**config.mk**
```make
export PLATFORM = sky130hd
export DESIGN_NAME = kabf_datapath
export DESIGN_NICKNAME = d
export VERILOG_FILES = /design/src/design/kabf_pkg.sv /design/src/design/kabf_datapath.sv
export SDC_FILE = /design/constraint.sdc
export NUM_CORES = 2
export LEC_CHECK = 0
export BUFFER_PORTS_ARGS = -buffer_cell sky130_fd_sc_hd__buf_2
export CORE_MARGIN = 1.5
export CORE_UTILIZATION = 55
export DETAILED_ROUTE_END_ITERATION = 6
export PLACE_DENSITY_LB_ADDON = 0.15
export SLEW_MARGIN = 5
export SYNTH_ARGS = -nofsm -noshare
export SYNTH_HDL_FRONTEND = slang
export SYNTH_SLANG_ARGS = --single-unit
export TNS_END_PERCENT = 100
```
**constraint.sdc**
```tcl
create_clock -name clk -period 12.5 [get_ports clk]
set_clock_uncertainty 0.15 [all_clocks]
set_input_delay 1.875 -clock clk [delete_from_list [all_inputs] [get_ports clk]]
set_output_delay 1.875 -clock clk [all_outputs]
set_load 0.01 [all_outputs]
```
**src/design/kabf_pkg.sv**
```systemverilog
`default_nettype none
package kabf_pkg;
	localparam logic CMD_STEP = 1'b0;
	localparam logic CMD_SEED = 1'b1;

	localparam int CFG_INDEX_BITS = 2;
	localparam int CFG_DATA_BITS = 31;
	localparam logic [CFG_INDEX_BITS-1:0] CFG_ANGLE_NOISE = 2'd0;
	localparam logic [CFG_INDEX_BITS-1:0] CFG_BIAS_NOISE = 2'd1;
	localparam logic [CFG_INDEX_BITS-1:0] CFG_MEAS_NOISE = 2'd2;

	localparam logic [CFG_DATA_BITS-1:0] ANGLE_NOISE_RESET = 31'd16777;
	localparam logic [CFG_DATA_BITS-1:0] BIAS_NOISE_RESET = 31'd83886;
	localparam logic [CFG_DATA_BITS-1:0] MEAS_NOISE_RESET = 31'd503316;

	// Datapath micro-operations.
	localparam int OP_BITS = 3;
	localparam logic [OP_BITS-1:0] OP_NOP = 3'd0;
	localparam logic [OP_BITS-1:0] OP_ADD = 3'd1;
	localparam logic [OP_BITS-1:0] OP_SUB = 3'd2;
	localparam logic [OP_BITS-1:0] OP_MUL = 3'd3;
	localparam logic [OP_BITS-1:0] OP_DIV = 3'd4;
	localparam logic [OP_BITS-1:0] OP_TERM = 3'd5;
	localparam logic [OP_BITS-1:0] OP_SEED = 3'd6;

	// Register file addresses.
	localparam int RA_BITS = 4;
	localparam logic [RA_BITS-1:0] R_ANG = 4'd0;
	localparam logic [RA_BITS-1:0] R_BIAS = 4'd1;
	localparam logic [RA_BITS-1:0] R_P00 = 4'd2;
	localparam logic [RA_BITS-1:0] R_P01 = 4'd3;
	localparam logic [RA_BITS-1:0] R_P10 = 4'd4;
	localparam logic [RA_BITS-1:0] R_P11 = 4'd5;
	localparam logic [RA_BITS-1:0] R_DT = 4'd6;
	localparam logic [RA_BITS-1:0] R_RATE = 4'd7;
	localparam logic [RA_BITS-1:0] R_MEAS = 4'd8;
	localparam logic [RA_BITS-1:0] R_QA = 4'd9;
	localparam logic [RA_BITS-1:0] R_QB = 4'd10;
	localparam logic [RA_BITS-1:0] R_RM = 4'd11;
	localparam logic [RA_BITS-1:0] R_T0 = 4'd12;
	localparam logic [RA_BITS-1:0] R_T1 = 4'd13;
	localparam logic [RA_BITS-1:0] R_T2 = 4'd14;
	localparam logic [RA_BITS-1:0] R_T3 = 4'd15;

	typedef struct packed {
		logic load;
		logic start;
		logic [OP_BITS-1:0] op;
		logic [RA_BITS-1:0] src_a;
		logic [RA_BITS-1:0] src_b;
		logic [RA_BITS-1:0] dst;
	} dp_cmd_t;

	typedef struct packed {
		logic done;
	} dp_status_t;
endpackage
`default_nettype wire

```
**src/design/kabf_datapath.sv**
```systemverilog
`default_nettype none
module kabf_datapath #(
	parameter int WORD_BITS = 32,
	parameter int FRAC_BITS = 24
) (
	input wire logic clk,
	input wire logic arst_n,
	input wire kabf_pkg::dp_cmd_t cmd,
	output kabf_pkg::dp_status_t status,
	input wire logic command,
	input wire logic signed [WORD_BITS-1:0] rate_sample,
	input wire logic signed [WORD_BITS-1:0] tilt_sample,
	input wire logic [FRAC_BITS-1:0] time_step,
	input wire logic [kabf_pkg::CFG_DATA_BITS-1:0] angle_noise,
	input wire logic [kabf_pkg::CFG_DATA_BITS-1:0] bias_noise,
	input wire logic [kabf_pkg::CFG_DATA_BITS-1:0] meas_noise,
	output logic signed [WORD_BITS-1:0] angle_value,
	output logic signed [WORD_BITS-1:0] bias_value
);
	localparam int W = WORD_BITS;
	localparam int PW = 2 * W;
	// Dividend is |a| << FRAC_BITS; quotient width matches.
	localparam int NW = W + FRAC_BITS;
	localparam int CW = $clog2(NW + 2);
	localparam logic signed [W-1:0] WMAX = {1'b0, {(W-1){1'b1}}};
	localparam logic signed [W-1:0] WMIN = {1'b1, {(W-1){1'b0}}};
	localparam int CFGW = kabf_pkg::CFG_DATA_BITS;

	logic signed [W-1:0] rf_q [16];
	logic signed [W-1:0] a_q, b_q;
	logic [kabf_pkg::RA_BITS-1:0] dst_q;
	logic [kabf_pkg::OP_BITS-1:0] op_q;
	logic busy_q;
	logic [CW-1:0] cnt_q;
	logic neg_q;
	logic [PW-1:0] prod_s1;
	logic prod_v_s1;
	logic [NW-1:0] num_q;
	logic [W:0] rem_q;
	logic [W-1:0] den_q;
	logic [NW-1:0] quo_q;
	logic done_q;

	function automatic logic signed [W-1:0] sat_w(input logic signed [W+1:0] x);
		if (x > $signed({{2{WMAX[W-1]}}, WMAX})) return WMAX;
		if (x < $signed({{2{WMIN[W-1]}}, WMIN})) return WMIN;
		return x[W-1:0];
	endfunction

	function automatic logic signed [W-1:0] reg_w(input logic [CFGW-1:0] v);
		logic [CFGW:0] e;
		logic [CFGW:0] m;
		e = {1'b0, v};
		m = (CFGW + 1)'((W >= CFGW + 1) ? {(CFGW + 1){1'b1}} : WMAX);
		if (W >= CFGW + 1) return W'(e);
		if (e > m) return WMAX;
		return W'(e);
	endfunction

	function automatic logic [W-1:0] mag_w(input logic signed [W-1:0] x);
		return x[W-1] ? W'(-x) : W'(x);
	endfunction

	function automatic logic signed [W-1:0] from_mag(input logic neg, input logic [PW:0] m);
		if (neg) begin
			if (m >= (PW + 1)'({1'b0, WMAX}) + 1'b1) return WMIN;
			return W'(-m[W-1:0]);
		end
		if (m > (PW + 1)'({1'b0, WMAX})) return WMAX;
		return m[W-1:0];
	endfunction

	logic signed [W+1:0] a_x, b_x;
	logic signed [W+1:0] term_x;
	logic [W-1:0] ma, mb;
	logic [W:0] rem_sh;
	logic [PW:0] prod_rnd;
	logic [NW:0] quo_rnd;
	logic signed [W-1:0] rslt;
	logic wr;

	assign a_x = {{2{a_q[W-1]}}, a_q};
	assign b_x = {{2{b_q[W-1]}}, b_q};
	// Bracketed angle-variance term: A - P01 - P10 + QA (A is operand a), summed once.
	assign term_x = a_x - {{2{rf_q[kabf_pkg::R_P01][W-1]}}, rf_q[kabf_pkg::R_P01]}
		- {{2{rf_q[kabf_pkg::R_P10][W-1]}}, rf_q[kabf_pkg::R_P10]}
		+ {{2{rf_q[kabf_pkg::R_QA][W-1]}}, rf_q[kabf_pkg::R_QA]};
	assign ma = mag_w(a_q);
	assign mb = mag_w(b_q);
	assign rem_sh = {rem_q[W-1:0], num_q[NW-1]};
	assign prod_rnd = (PW + 1)'(({1'b0, prod_s1} + (PW + 1)'({1'b1, {(FRAC_BITS-1){1'b0}}}))
		>> FRAC_BITS);
	assign quo_rnd = {1'b0, quo_q}
		+ (NW + 1)'(({1'b0, rem_q} >= {1'b0, {1'b0, den_q}} - {1'b0, rem_q}) ? 1 : 0);

	always_comb begin
		rslt = '0;
		wr = 1'b0;
		case (op_q)
			kabf_pkg::OP_ADD: begin rslt = sat_w(a_x + b_x); wr = busy_q; end
			kabf_pkg::OP_SUB: begin rslt = sat_w(a_x - b_x); wr = busy_q; end
			kabf_pkg::OP_TERM: begin rslt = sat_w(term_x); wr = busy_q; end
			kabf_pkg::OP_MUL: begin rslt = from_mag(neg_q, prod_rnd); wr = prod_v_s1; end
			kabf_pkg::OP_DIV: begin
				rslt = (den_q == '0) ? '0 : from_mag(neg_q, (PW + 1)'(quo_rnd));
				wr = busy_q && (cnt_q == '0);
			end
			default: begin rslt = '0; wr = 1'b0; end
		endcase
	end

	always_ff @(posedge clk or negedge arst_n) begin
		if (!arst_n) begin
			busy_q <= 1'b0;
			prod_v_s1 <= 1'b0;
			done_q <= 1'b0;
			op_q <= kabf_pkg::OP_NOP;
			cnt_q <= '0;
			for (int i = 0; i < 16; i++) rf_q[i] <= '0;
		end else begin
			done_q <= wr;
			prod_v_s1 <= !cmd.start && busy_q && (op_q == kabf_pkg::OP_MUL)
				&& (cnt_q != CW'(NW + 1));
			if (cmd.load) begin
				rf_q[kabf_pkg::R_DT] <= W'({1'b0, time_step});
				rf_q[kabf_pkg::R_RATE] <= rate_sample;
				rf_q[kabf_pkg::R_MEAS] <= tilt_sample;
				rf_q[kabf_pkg::R_QA] <= reg_w(angle_noise);
				rf_q[kabf_pkg::R_QB] <= reg_w(bias_noise);
				rf_q[kabf_pkg::R_RM] <= reg_w(meas_noise);
				if (command == kabf_pkg::CMD_SEED) begin
					rf_q[kabf_pkg::R_ANG] <= tilt_sample;
					rf_q[kabf_pkg::R_BIAS] <= rate_sample;
				end
			end
			if (cmd.start) begin
				a_q <= rf_q[cmd.src_a];
				b_q <= rf_q[cmd.src_b];
				dst_q <= cmd.dst;
				op_q <= cmd.op;
				busy_q <= 1'b1;
				cnt_q <= CW'(NW + 1);
			end else if (busy_q) begin
				case (op_q)
					kabf_pkg::OP_MUL: begin
						if (cnt_q == CW'(NW + 1)) begin
							prod_s1 <= PW'(ma) * PW'(mb);
							neg_q <= a_q[W-1] ^ b_q[W-1];
							cnt_q <= cnt_q - 1'b1;
						end else begin
							busy_q <= 1'b0;
						end
					end
					kabf_pkg::OP_DIV: begin
						// A load step first, then one quotient bit per cycle for all NW bits.
						if (cnt_q == CW'(NW + 1)) begin
							num_q <= {ma, {FRAC_BITS{1'b0}}};
							den_q <= mb;
							rem_q <= '0;
							quo_q <= '0;
							neg_q <= a_q[W-1] ^ b_q[W-1];
							cnt_q <= cnt_q - 1'b1;
						end else if (cnt_q != '0) begin
							num_q <= num_q << 1;
							if (rem_sh >= {1'b0, den_q}) begin
								rem_q <= rem_sh - {1'b0, den_q};
								quo_q <= {quo_q[NW-2:0], 1'b1};
							end else begin
								rem_q <= rem_sh;
								quo_q <= {quo_q[NW-2:0], 1'b0};
							end
							cnt_q <= cnt_q - 1'b1;
						end else begin
							busy_q <= 1'b0;
						end
					end
					default: busy_q <= 1'b0;
				endcase
			end
			if (wr) begin
				rf_q[dst_q] <= rslt;
			end
		end
	end

	assign status.done = done_q;
	assign angle_value = rf_q[kabf_pkg::R_ANG];
	assign bias_value = rf_q[kabf_pkg::R_BIAS];
endmodule
`default_nettype wire

```
==> results.yml <==
critical_path:
  r2r_start: "b_q[0]$_DFFE_PP_"
  crit_type: "reg -> reg"
  crit_top_cell: "fa_1"
  end_kind: "register"
  required_ns: 12.82
  reg2reg_slack_ns: 1.09
  r2r-end: "prod_s1[63]$_DFFE_PP_"
  crit_path_start_kind: "register"
  rr_worst_depth: 35
  cpPeakStageDelay_ns: 0.56
  cp.arrival_ns: 11.73
  worstSetupStartpoint: "b_q[0]$_DFFE_PP_"
  cp_slowest_cell: "fa_1"
  worstPathMaxFanout: 18
finish:
  area_delta_synth_final_pct: 7.57
  finalInstanceArea_um2: 97100
  drive_above_1_share: 0.126
  final_cells: 11700
  layout_common_cells: "1309 x nand2_1, 1199 x inv_1, 964 x fa_1, 541 x nor2_1, 541 x a21oi_1"
  layout_commonest_cell: "nand2_1"
  final_nets: 11100
  n_fill_cell: 14000
  ff_latch_area_um2: 21000
  multi_input_area_um2: 62600
logic_synthesis:
  synth-adder-area-share: 0.279
  netlist.area_leader.share: 0.214
  ys_top_cells_by_area: "fa_1 21%, dfrtp_1 15%, edfxtp_1 8.8%"
  synth_area_um2: 90200
  synth_top_cell_by_area: "fa_1"
  syn_nets: 11200
  synth_mux_area_frac: 0.0967
  synth-simple-area-share: 0.153
  synth_xor_area_frac: 0.0334
  synth_top_family_by_area: "adder cells"
  syn_inst: 9554
  ys_seq_area_frac: 0.233
  synth_compound_area_frac: 0.123
  synth_edf_count: 263
  ys_warn_count: 0
  async_reset_ff_frac: 0.666
  synthFlopType: "dfrtp_1"
  yosysUniqueCellTypes: 105
  yosys_register_bits: 787
  syn_area_per_cell_um2: 9.44
sta:
  period_share: 0.913
  hold_viol: 0
  clock.fmax_mhz: 87.7
  slew_headroom: 0.105
  fin_hold_ws_ns: 0.347
  fin_tns_setup_ns: 0
  setup-violations-final: 0
  min_period_ns: 11.41
  grt_setup_unrepaired: "false"
  worst-slew-pin-transition_ns: 1.34
  slew_violations: 0
route:
  routed_wl_um: 316000
  drtIter0Drc: 7854
  drtAntennaViolNets: 0
  first_pass_iters: 7
  wl_per_cell_um: 26.9
  vias: 75200
  drc: 1
  routed_via_density: 6.41
floorplan:
  fp-row-count: 148
  initial_utilization: 0.554
  pin_count: 266
  dieArea_um2: 166000
  core_um2: 163000
  die_h_um: 408
  die_x_um: 408
min_path:
  min_path_type: "reg -> reg"
  hold_depth: 2
clock_tree:
  root_buffer: "clkbuf_16"
  clk_latency_ns: 0.76
  cts_setup_buffers: 0
  clk_pin_slew_worst_paths_ns: 0.06
  cts_made_buffers: 92
  hold_buffers: 0
  post_cts_resized: 0
  cts.sinks: 787
  cts_tree: "done"
  htree_levels: 3
  clock_path_buffers: 3
place:
  place_inst: 11600
  port_buffers: 265
  place_area_um2: 93900
  hpwl_um: 238000
  place_congestion: 1.02
run_status:
  violations: "DRC"
  run_status: "finished, violations left"
global_route:
  grt_pass1_vias: 76100
  grt_pass1_wl_um: 478000
  overflow: 0
  grt_start_max_net_pins: 168
  antenna_found_initial: 5
  track_usage: 0.380
job:
  max_cap_viol_count: 0
-- how the worst max path moves through the flow --
stage | end | depth (start not counted)
final | prod_s1[63]$_DFFE_PP_ | 35
after CTS | prod_s1[63]$_DFFE_PP_ | 33
after global routing | prod_s1[63]$_DFFE_PP_ | 33
after detailed placement | prod_s1[56]$_DFFE_PP_ | 33
after floorplan | prod_s1[57]$_DFFE_PP_ | 34
after global placement | prod_s1[63]$_DFFE_PP_ | 31
-- layout make-up --
| class | instances | area share |
|---|---|---|
| Tap cell | 2175 | 0.0280 |
| Inverter | 1205 | 0.0466 |
| Sequential cell | 787 | 0.216 |
| Clock buffer | 136 | 0.0271 |
| Multi-Input combinational cell | 6910 | 0.645 |
| Antenna cell | 5 | 0.000129 |
| Clock inverter | 34 | 0.00561 |
| Timing Repair Buffer | 481 | 0.0313 |
-- synth_stat cells, drive strengths merged (18+ instances only) --
master,number
nand3b,23
nor4,83
a21boi,26
nand4,102
a211oi,191
buf,156
a221oi,30
nor2,551
o211ai,27
o21a,45
nand3,111
nor3,139
mux2i,48
and4,25
and2,151
xnor2,233
a31oi,38
o41ai,18
dfrtp,524
xor2,111
or4,29
a2111oi,18
fa,964
a21o,118
nand2b,45
nor2b,127
clkbuf,496
mux4,320
inv,1199
o21ai,431
and3,114
nand2,1316
o31ai,40
or3,33
ha,466
or2,23
edfxtp,263
o21bai,29
mux2,92
a21oi,541
-- cells by family (layout without fill, tap and decap cells) --
group,count (synthesis),in the layout
AO/OA/AOI/OAI,1747,1747
XOR/XNOR,344,344
adder cells (fa/ha/maj),1437,1437
buffers and inverters,1857,1856
flip-flops,787,787
multiplexers,460,460
other,0,5
AND/OR/NAND/NOR,2922,2922
-- per-layer routing --
layer,global-route usage,wire (um)
met4,0.209,20600
met1,0.491,119000
met5,0,13
met2,0.607,147000
met3,0.0668,28800
-- critical path, delay by kind of cell (launching register included) --
family / cells / cell delay, ns
AO/OA/AOI/OAI: 7 / 1.95
XOR/XNOR: 2 / 0.66
adder cells (fa/ha/maj): 10 / 4.63
buffers and inverters: 8 / 1.30
flip-flops: 1 / 0.38
AND/OR/NAND/NOR: 8 / 2.05
-- metrics by stage --
step	util	worst slack, ns
floorplan	-	2.48
global placement	0.577	1.45
detailed placement	0.577	1.29
CTS	0.596	1.28
global route	0.596	0.449
finish	0.596	1.09
Power is left out: the tool's default activity adds up to more than one toggle a clock period on the data nets, which glitch-free logic cannot reach.
