### src/design/kabf_pkg.sv
`default_nettype none
package kabf_pkg;
	localparam logic CMD_STEP = 1'b0;
	localparam logic CMD_SEED = 1'b1;

	localparam int CFG_INDEX_BITS = 2;
	localparam int CFG_DATA_BITS = 31;
	localparam logic [CFG_INDEX_BITS-1:0] CFG_ANGLE_NOISE = 2'd0;
	localparam logic [CFG_INDEX_BITS-1:0] CFG_BIAS_NOISE = 2'd1;
	localparam logic [CFG_INDEX_BITS-1:0] CFG_MEAS_NOISE = 2'd2;

	localparam logic [CFG_DATA_BITS-1:0] ANGLE_NOISE_RESET = 31'd16777;
	localparam logic [CFG_DATA_BITS-1:0] BIAS_NOISE_RESET = 31'd83886;
	localparam logic [CFG_DATA_BITS-1:0] MEAS_NOISE_RESET = 31'd503316;

	// Datapath micro-operations.
	localparam int OP_BITS = 3;
	localparam logic [OP_BITS-1:0] OP_NOP = 3'd0;
	localparam logic [OP_BITS-1:0] OP_ADD = 3'd1;
	localparam logic [OP_BITS-1:0] OP_SUB = 3'd2;
	localparam logic [OP_BITS-1:0] OP_MUL = 3'd3;
	localparam logic [OP_BITS-1:0] OP_DIV = 3'd4;
	localparam logic [OP_BITS-1:0] OP_TERM = 3'd5;
	localparam logic [OP_BITS-1:0] OP_SEED = 3'd6;

	// Register file addresses.
	localparam int RA_BITS = 4;
	localparam logic [RA_BITS-1:0] R_ANG = 4'd0;
	localparam logic [RA_BITS-1:0] R_BIAS = 4'd1;
	localparam logic [RA_BITS-1:0] R_P00 = 4'd2;
	localparam logic [RA_BITS-1:0] R_P01 = 4'd3;
	localparam logic [RA_BITS-1:0] R_P10 = 4'd4;
	localparam logic [RA_BITS-1:0] R_P11 = 4'd5;
	localparam logic [RA_BITS-1:0] R_DT = 4'd6;
	localparam logic [RA_BITS-1:0] R_RATE = 4'd7;
	localparam logic [RA_BITS-1:0] R_MEAS = 4'd8;
	localparam logic [RA_BITS-1:0] R_QA = 4'd9;
	localparam logic [RA_BITS-1:0] R_QB = 4'd10;
	localparam logic [RA_BITS-1:0] R_RM = 4'd11;
	localparam logic [RA_BITS-1:0] R_T0 = 4'd12;
	localparam logic [RA_BITS-1:0] R_T1 = 4'd13;
	localparam logic [RA_BITS-1:0] R_T2 = 4'd14;
	localparam logic [RA_BITS-1:0] R_T3 = 4'd15;

	typedef struct packed {
		logic load;
		logic start;
		logic [OP_BITS-1:0] op;
		logic [RA_BITS-1:0] src_a;
		logic [RA_BITS-1:0] src_b;
		logic [RA_BITS-1:0] dst;
	} dp_cmd_t;

	typedef struct packed {
		logic done;
	} dp_status_t;
endpackage
`default_nettype wire

### src/design/kabf_ctrl.sv
`default_nettype none
module kabf_ctrl (
	input wire logic clk,
	input wire logic arst_n,
	input wire logic in_valid,
	output logic in_ready,
	input wire logic in_command,
	output logic out_valid,
	input wire logic out_ready,
	output kabf_pkg::dp_cmd_t cmd,
	input wire kabf_pkg::dp_status_t status
);
	localparam int SW = 2;
	localparam logic [SW-1:0] ST_IDLE = 2'd0;
	localparam logic [SW-1:0] ST_ISSUE = 2'd1;
	localparam logic [SW-1:0] ST_WAIT = 2'd2;
	localparam logic [SW-1:0] ST_OUT = 2'd3;
	localparam int NSTEP = 24;
	localparam int PCW = 5;

	logic [SW-1:0] state_q;
	logic [PCW-1:0] pc_q;
	kabf_pkg::dp_cmd_t uop;

	// Microprogram: one datapath operation per entry.
	always_comb begin
		uop = '0;
		case (pc_q)
			5'd0: uop = '{1'b0, 1'b1, kabf_pkg::OP_SUB, kabf_pkg::R_RATE, kabf_pkg::R_BIAS, kabf_pkg::R_T0};
			5'd1: uop = '{1'b0, 1'b1, kabf_pkg::OP_MUL, kabf_pkg::R_DT, kabf_pkg::R_T0, kabf_pkg::R_T0};
			5'd2: uop = '{1'b0, 1'b1, kabf_pkg::OP_ADD, kabf_pkg::R_ANG, kabf_pkg::R_T0, kabf_pkg::R_ANG};
			5'd3: uop = '{1'b0, 1'b1, kabf_pkg::OP_MUL, kabf_pkg::R_DT, kabf_pkg::R_P11, kabf_pkg::R_T1};
			5'd4: uop = '{1'b0, 1'b1, kabf_pkg::OP_TERM, kabf_pkg::R_T1, kabf_pkg::R_T1, kabf_pkg::R_T0};
			5'd5: uop = '{1'b0, 1'b1, kabf_pkg::OP_MUL, kabf_pkg::R_DT, kabf_pkg::R_T0, kabf_pkg::R_T0};
			5'd6: uop = '{1'b0, 1'b1, kabf_pkg::OP_ADD, kabf_pkg::R_P00, kabf_pkg::R_T0, kabf_pkg::R_P00};
			5'd7: uop = '{1'b0, 1'b1, kabf_pkg::OP_SUB, kabf_pkg::R_P01, kabf_pkg::R_T1, kabf_pkg::R_P01};
			5'd8: uop = '{1'b0, 1'b1, kabf_pkg::OP_SUB, kabf_pkg::R_P10, kabf_pkg::R_T1, kabf_pkg::R_P10};
			5'd9: uop = '{1'b0, 1'b1, kabf_pkg::OP_MUL, kabf_pkg::R_QB, kabf_pkg::R_DT, kabf_pkg::R_T0};
			5'd10: uop = '{1'b0, 1'b1, kabf_pkg::OP_ADD, kabf_pkg::R_P11, kabf_pkg::R_T0, kabf_pkg::R_P11};
			5'd11: uop = '{1'b0, 1'b1, kabf_pkg::OP_SUB, kabf_pkg::R_MEAS, kabf_pkg::R_ANG, kabf_pkg::R_T2};
			5'd12: uop = '{1'b0, 1'b1, kabf_pkg::OP_ADD, kabf_pkg::R_P00, kabf_pkg::R_RM, kabf_pkg::R_T3};
			5'd13: uop = '{1'b0, 1'b1, kabf_pkg::OP_DIV, kabf_pkg::R_P00, kabf_pkg::R_T3, kabf_pkg::R_T0};
			5'd14: uop = '{1'b0, 1'b1, kabf_pkg::OP_DIV, kabf_pkg::R_P10, kabf_pkg::R_T3, kabf_pkg::R_T1};
			5'd15: uop = '{1'b0, 1'b1, kabf_pkg::OP_MUL, kabf_pkg::R_T0, kabf_pkg::R_T2, kabf_pkg::R_T3};
			5'd16: uop = '{1'b0, 1'b1, kabf_pkg::OP_ADD, kabf_pkg::R_ANG, kabf_pkg::R_T3, kabf_pkg::R_ANG};
			5'd17: uop = '{1'b0, 1'b1, kabf_pkg::OP_MUL, kabf_pkg::R_T1, kabf_pkg::R_T2, kabf_pkg::R_T3};
			5'd18: uop = '{1'b0, 1'b1, kabf_pkg::OP_ADD, kabf_pkg::R_BIAS, kabf_pkg::R_T3, kabf_pkg::R_BIAS};
			5'd19: uop = '{1'b0, 1'b1, kabf_pkg::OP_MUL, kabf_pkg::R_T1, kabf_pkg::R_P00, kabf_pkg::R_T2};
			5'd20: uop = '{1'b0, 1'b1, kabf_pkg::OP_SUB, kabf_pkg::R_P10, kabf_pkg::R_T2, kabf_pkg::R_P10};
			5'd21: uop = '{1'b0, 1'b1, kabf_pkg::OP_MUL, kabf_pkg::R_T1, kabf_pkg::R_P01, kabf_pkg::R_T2};
			5'd22: uop = '{1'b0, 1'b1, kabf_pkg::OP_SUB, kabf_pkg::R_P11, kabf_pkg::R_T2, kabf_pkg::R_P11};
			5'd23: uop = '{1'b0, 1'b1, kabf_pkg::OP_MUL, kabf_pkg::R_T0, kabf_pkg::R_P00, kabf_pkg::R_T2};
			5'd24: uop = '{1'b0, 1'b1, kabf_pkg::OP_MUL, kabf_pkg::R_T0, kabf_pkg::R_P01, kabf_pkg::R_T3};
			5'd25: uop = '{1'b0, 1'b1, kabf_pkg::OP_SUB, kabf_pkg::R_P00, kabf_pkg::R_T2, kabf_pkg::R_P00};
			5'd26: uop = '{1'b0, 1'b1, kabf_pkg::OP_SUB, kabf_pkg::R_P01, kabf_pkg::R_T3, kabf_pkg::R_P01};
			default: uop = '0;
		endcase
	end

	assign in_ready = (state_q == ST_IDLE);
	assign out_valid = (state_q == ST_OUT);

	always_comb begin
		cmd = '0;
		if (state_q == ST_IDLE) begin
			cmd.load = in_valid;
		end else if (state_q == ST_ISSUE) begin
			cmd = uop;
		end
	end

	always_ff @(posedge clk or negedge arst_n) begin
		if (!arst_n) begin
			state_q <= ST_IDLE;
			pc_q <= '0;
		end else begin
			case (state_q)
				ST_IDLE: begin
					pc_q <= '0;
					if (in_valid) begin
						state_q <= (in_command == kabf_pkg::CMD_SEED) ? ST_OUT : ST_ISSUE;
					end
				end
				ST_ISSUE: state_q <= ST_WAIT;
				ST_WAIT: begin
					if (status.done) begin
						if (pc_q == PCW'(NSTEP + 2)) begin
							state_q <= ST_OUT;
						end else begin
							pc_q <= pc_q + 1'b1;
							state_q <= ST_ISSUE;
						end
					end
				end
				ST_OUT: if (out_ready) state_q <= ST_IDLE;
				default: state_q <= ST_IDLE;
			endcase
		end
	end
endmodule
`default_nettype wire

### config.mk
export PLATFORM = sky130hd
export DESIGN_NAME = kabf_ctrl
export DESIGN_NICKNAME = d
export VERILOG_FILES = /design/src/design/kabf_pkg.sv /design/src/design/kabf_ctrl.sv
export SDC_FILE = /design/constraint.sdc
export NUM_CORES = 1
export LEC_CHECK = 0
export BUFFER_PORTS_ARGS = -buffer_cell sky130_fd_sc_hd__buf_2
export CORE_MARGIN = 8
export CORE_UTILIZATION = 35
export CTS_CLUSTER_DIAMETER = 80
export CTS_CLUSTER_SIZE = 40
export DETAILED_ROUTE_END_ITERATION = 8
export PLACE_DENSITY = 0.52
export SETUP_SLACK_MARGIN = 0.02
export SYNTH_ARGS = -nofsm -noshare
export SYNTH_HDL_FRONTEND = slang
export SYNTH_SLANG_ARGS = --single-unit
### constraint.sdc
create_clock -name clk -period 7 [get_ports clk]
set_clock_uncertainty 0.05 [all_clocks]
set_input_delay 1.4 -clock clk [delete_from_list [all_inputs] [get_ports clk]]
set_output_delay 1.4 -clock clk [all_outputs]
set_load 0.02 [all_outputs]
==> results of run 1 <==
==> power groups by stage <==
stage / Combinational [W] / Clock (W) / Sequential, W
finish: 0.000331 / 0.0000360 / 0.000118
global placement: 0.000329 / 0 / 0.000117
global route: 0.000366 / 0.0000411 / 0.000126
detailed placement: 0.000333 / 0 / 0.000118
floorplan: 0.000301 / 0 / 0.0000692
CTS: 0.000334 / 0.0000378 / 0.000118
==> critical path: stages, from the launching register on <==
cell      delay (ps)
dfrtp_1          710
inv_1            220
ha_1             510
xor2_1           170
mux2i_1           90
a221oi_1         300
buf_2            210
==> metrics by stage <==
step | setup WS, ps | total power (W)
floorplan | 3370 | 0.000370
CTS | 3080 | 0.000490
finish | 3080 | 0.000485
detailed placement | 3350 | 0.000452
global placement | 3430 | 0.000446
global route | 2870 | 0.000532
==> cell type report <==
type                            count  area (um^2)  area share
Multi-Input combinational cell    122          913       0.691
Sequential cell                     7          175       0.132
Timing Repair Buffer               24          120      0.0908
Tap cell                           46         57.6      0.0435
Inverter                            8         30.0      0.0227
Clock buffer                        4         26.3      0.0199
==> Yosys cell counts, drive strengths merged (2+ instances only) <==
master	count
or3b	3
nand4	3
a31oi	3
ha	10
nand2	11
inv	8
a21o	2
clkbuf	4
o21ai	9
a32oi	2
nand2b	3
mux2i	9
buf	11
dfrtp	7
o22ai	3
a311oi	2
and2	3
nor3	3
nor2	6
a21oi	7
nor2b	11
a221oi	4
a211o	2
==> layer usage <==
metal,part of all wire,up-vias
met4,0.0027,0
li1,-,592
met2,0.48,23
met1,0.47,558
met3,0.049,2
met5,0,-
==> flip-flops by register name, summed over array words and instances, names as in the netlist <==
register  flops
pc_q          5
state_q       2
==> how the worst min path moves through the flow <==
stage / from / to / slack [ps] / cells after the start
finish: state_q[0] / state_q[0] / 710 / 1
global route: state_q[0] / state_q[1] / 760 / 1
CTS: state_q[0] / state_q[0] / 700 / 1
detailed placement: state_q[0] / state_q[0] / 690 / 1
global placement: state_q[1] / pc_q[1] / 690 / 2
floorplan: state_q[0] / pc_q[3] / 560 / 2
==> cell families (layout without fill, tap and decap cells) <==
group,Yosys count,after routing,share of synthesized area
compound gates,46,46,0.274
xor+xnor,2,2,0.0145
fa+ha+maj,10,10,0.103
buf+inv,23,36,0.101
flops,7,7,0.145
mux,11,11,0.102
simple gates,53,53,0.260
==> results.ini, run 1 <==
[status]
run_status=finished, final reports clean

[placed_design]
numPlacedInstances=207
globalplace.congestion=0.856
placed_cell_area_mm2=0.00130
place.detailed.hpwl_um=2350
io_buffers=24

[sta]
accumulated_negative_setup_slack_ps=0
timing_hold_violations_final=0
tightestPinTransition_ps=998
fin_crit_sh=0.560
max_transition_viols_final=0
period_minus_slack_ps=3920
rsz_0062_raised_after_global_routing=false
hold-worst-slack_ps=707
max_freq_mhz=255
slew-limit-headroom=0.335
setup_violations=0

[global_routing]
globalRoute.busiestLayer=met2
globalRouteTotalUtil=0.120
grt_max_degree=33
grt_pass1_wl_um=5460
met2_usage=0.201
gr-usage-met3=0.0240
grt_antenna_before_repair=0
globalRoute.totalOverflow=0
grt_use_met1=0.157
grt_pass1_vias=1115

[finish]
layout.cells.most_common=buf_2
post_route_cells_drive_above_1_share=0.206
area_delta_synth_final_pct=9.19
final_cell_count_no_fill=211
final_design_area_no_fill_mm2=0.00132
most-common-layout-cells=buf_2, nor2b_1, nand2_1, ha_1, mux2i_1
num-nets-final=182
insertedDiodeCount=0
n_fill_cell=370
utilization=0.396

[yosys]
top_ff_cell_synth=dfrtp_1
synthesized_instance_count=152
syn-num-nets=168
ffs_w_async_s_r_synth=1.00
synth-edff-count=0
synth-warning-count=0
syn-cell-area_mm2=0.00121
fraction_of_the_yosys_area_taken_by_sequential_cells=0.145
synth_area_leaders=dfrtp_1, ha_1, mux2i_1, nor2b_1, nand2_1
postSynthRegisterBits=7
synthDominantCellAreaShare=0.145
synth.distinct_cells=55
synth_area_leader_cell=dfrtp_1
post_synth.cell_area_avg_um2=7.97

[floorplan]
initial_utilization=0.363
floorplan.die.width_um=74.8
std_cell_rows=21
coreArea_mm2=0.00334
die-height_um=74.8
ios=25
full_die_area_mm2=0.00560

[power]
switching_share=0.555
switchingPower_w=0.000269
pwr_density_cell_mw_per_mm2=367
logic_pwr_share=0.682
cellLeakagePower_nw=0.623
sequentialPowerShare=0.243
ir_worst_vdd_mv=0.207
pwr-share-clk=0.074
total_internal_power_w=0.000216

[detailed_routing]
route.detailed.vias_per_inst=5.57
totalWireLength_um=3300
avgRoutedWirePerCell_um=15.6
drt_drc_violations_left=0
firstDrtPassIters=4
initial_detailed_routing_violation_count=121
vias=1175
route.antenna.remaining_nets=0

[clock_network]
tritoncts_clock_tree=yes
h_tree_depth=1
cts.hold.buffers_added=0
cts_setup_buffers=0
tritoncts_num_sinks=7
clock_tree.buffer_depth=2
cts_buffers=3
cts-root-buf=clkbuf_4
insertion_delay_ps=250
worst_setup_hold_path_clk_slew_ps=50
cts_resized=0

[setup_path]
timing.rr.end=pc_q[2]
cp_data_arrival_time_ps=2470
critPathCapture=cmd[12]
timing.critical_path.from_type=register
critPathKind=register to primary output
crit_path_max_fanout=19
regToRegStartpoint=pc_q[2]
reg2reg_slack_ps=4840
crit_start=pc_q[0]
critical_path.endpoint_type=primary output
worst_r2r_path_depth=3
critPathRequiredTime_ps=5550

[hold_path]
worstHoldPathType=register to register

[job]
max_cap_violations=0

Note: power is estimated with default switching activity, not from simulation.
==> run 2: changes to the inputs <==
- PLACE_DENSITY: 0.52 -> 0.54
- clock period: 7 -> 3.4 ns (I/O delays scaled with it)
==> results.ini, run 2 (synthesis results as in run 1) <==
[setup_path]
timing.critical_path.from_type=register
cp.buffers_inverters=2
regToRegStartpoint=pc_q[2]
critical_path.endpoint_type=primary output
critPathKind=register to primary output
crit_path_max_fanout=10
cp_data_arrival_time_ps=2220
timing.critical_path.slowest_cell_delay_ps=520
worst_r2r_path_depth=3
critPathRequiredTime_ps=2670
critPathTopFamily=flip-flops
timing.rr.end=pc_q[2]
path_cells=inv_1, ha_1, xor2_1, mux2i_1, a221oi_1, buf_2
worst_path_max_delay_cell=dfrtp_1
reg2reg_slack_ps=1460

[finish]
n_fill_cell=360
post_route_cells_drive_above_1_share=0.220
layout_top_registers=pc_q x5, state_q x2
layout.cells.most_common=buf_2
final_design_area_no_fill_mm2=0.00135
final_cell_count_no_fill=214
regMostFlops=pc_q
insertedDiodeCount=0
number_of_flip_flops_in_the_largest_register=5
most-common-layout-cells=buf_2, nor2b_1, nand2_1, ha_1, mux2i_1
area_delta_synth_final_pct=11.1
num-nets-final=185

[clock_network]
cts_buffers=3
tritoncts_clock_tree=yes
cts-root-buf=clkbuf_4
clock_tree.buffer_depth=2
h_tree_depth=1
cts.hold.buffers_added=0
worst_setup_hold_path_clk_slew_ps=50
insertion_delay_ps=240
cts_setup_buffers=0
cts_resized=0
tritoncts_num_sinks=7

[global_routing]
grt_max_degree=27
grt_pass1_vias=1133
globalRoute.totalOverflow=0
globalRouteTotalUtil=0.125
grt_pass1_wl_um=5610
grt_antenna_before_repair=0

[placed_design]
numPlacedInstances=210
globalplace.congestion=0.816
placed_cell_area_mm2=0.00132
io_buffers=24
place.detailed.hpwl_um=2450

[detailed_routing]
avgRoutedWirePerCell_um=15.7
route.antenna.remaining_nets=0
initial_detailed_routing_violation_count=140
route.detailed.vias_per_inst=5.63
vias=1204
firstDrtPassIters=4
totalWireLength_um=3360
drt_drc_violations_left=0

[power]
logic_pwr_share=0.722
pwr-share-clk=0.070
switching_share=0.550
cellLeakagePower_nw=0.638
switchingPower_w=0.000563
ir_worst_vdd_mv=0.380
sequentialPowerShare=0.208
total_power_w=0.00102
total_internal_power_w=0.000460
pwr_density_cell_mw_per_mm2=760

[hold_path]
worstHoldPathType=input port to asynchronous set/reset pin

[sta]
accumulated_negative_setup_slack_ps=0
setup_violations=0
hold-worst-slack_ps=211
max_transition_viols_final=0
timing_hold_violations_final=0
tightestPinTransition_ps=881
rsz_0062_raised_after_global_routing=false
slew-limit-headroom=0.413
max_freq_mhz=339
period_minus_slack_ps=2950
fin_crit_sh=0.868

[floorplan]
initial_utilization=0.363
floorplan.die.width_um=74.8
coreArea_mm2=0.00334
std_cell_rows=21
die-height_um=74.8
ios=25
full_die_area_mm2=0.00560

[job]
max_cap_violations=0

[status]
run_status=finished, final reports clean

-- run 2: cell types whose count changed in the layout (fill, tap and decap cells not counted), sizes merged --
cell / before / now
buf: 24 / 27
-- run 2: area by class of cell --
class	count	area [um^2]	area share
Tap cell	46	57.6	0.0428
Multi-Input combinational cell	122	913	0.679
Clock buffer	4	26.3	0.0195
Sequential cell	7	175	0.130
Timing Repair Buffer	27	143	0.106
Inverter	8	30.0	0.0223
-- run 2: metrics by stage --
stage	utilization	setup WS, ps
6_report	0.403	447
5_1_grt	0.403	320
4_1_cts	0.403	455
3_5_place_dp	0.395	724
3_3_place_gp	0.395	817
2_1_floorplan	-	492
-- run 2: worst max-delay path by stage --
| stage | from | endpoint | cells after the start |
|---|---|---|---|
| after detailed placement | pc_q[0] | cmd[12] | 6 |
| after CTS | pc_q[0] | cmd[12] | 6 |
| after floorplan | pc_q[0] | cmd[12] | 7 |
| after global placement | pc_q[0] | cmd[12] | 6 |
| after global routing | pc_q[0] | cmd[12] | 6 |
| final | pc_q[0] | cmd[12] | 6 |
-- run 2: power by group through the flow --
stage               sequential [W]   clock, W  combinational [W]
finish                    0.000212  0.0000716           0.000739
global route              0.000224  0.0000794           0.000816
CTS                       0.000212  0.0000757           0.000741
detailed placement        0.000213          0           0.000739
global placement          0.000209          0           0.000734
floorplan                 0.000142          0           0.000619
-- run 2: per-layer routing --
layer,part of all wire,vias to the layer above,wire length (um),global-route usage
li1,-,597,-,-
met1,0.48,570,1620,0.173
met2,0.46,35,1560,0.201
met3,0.052,2,174,0.0146
met4,0.0015,0,5,0.0261
met5,0,-,0,0
-- run 2: worst register-to-register path, delay by kind of cell, from the launching register on --
kind | cells | cell delay, ps
buf+inv | 1 | 260
compound gates | 1 | 310
flops | 1 | 840
fa+ha+maj | 1 | 360
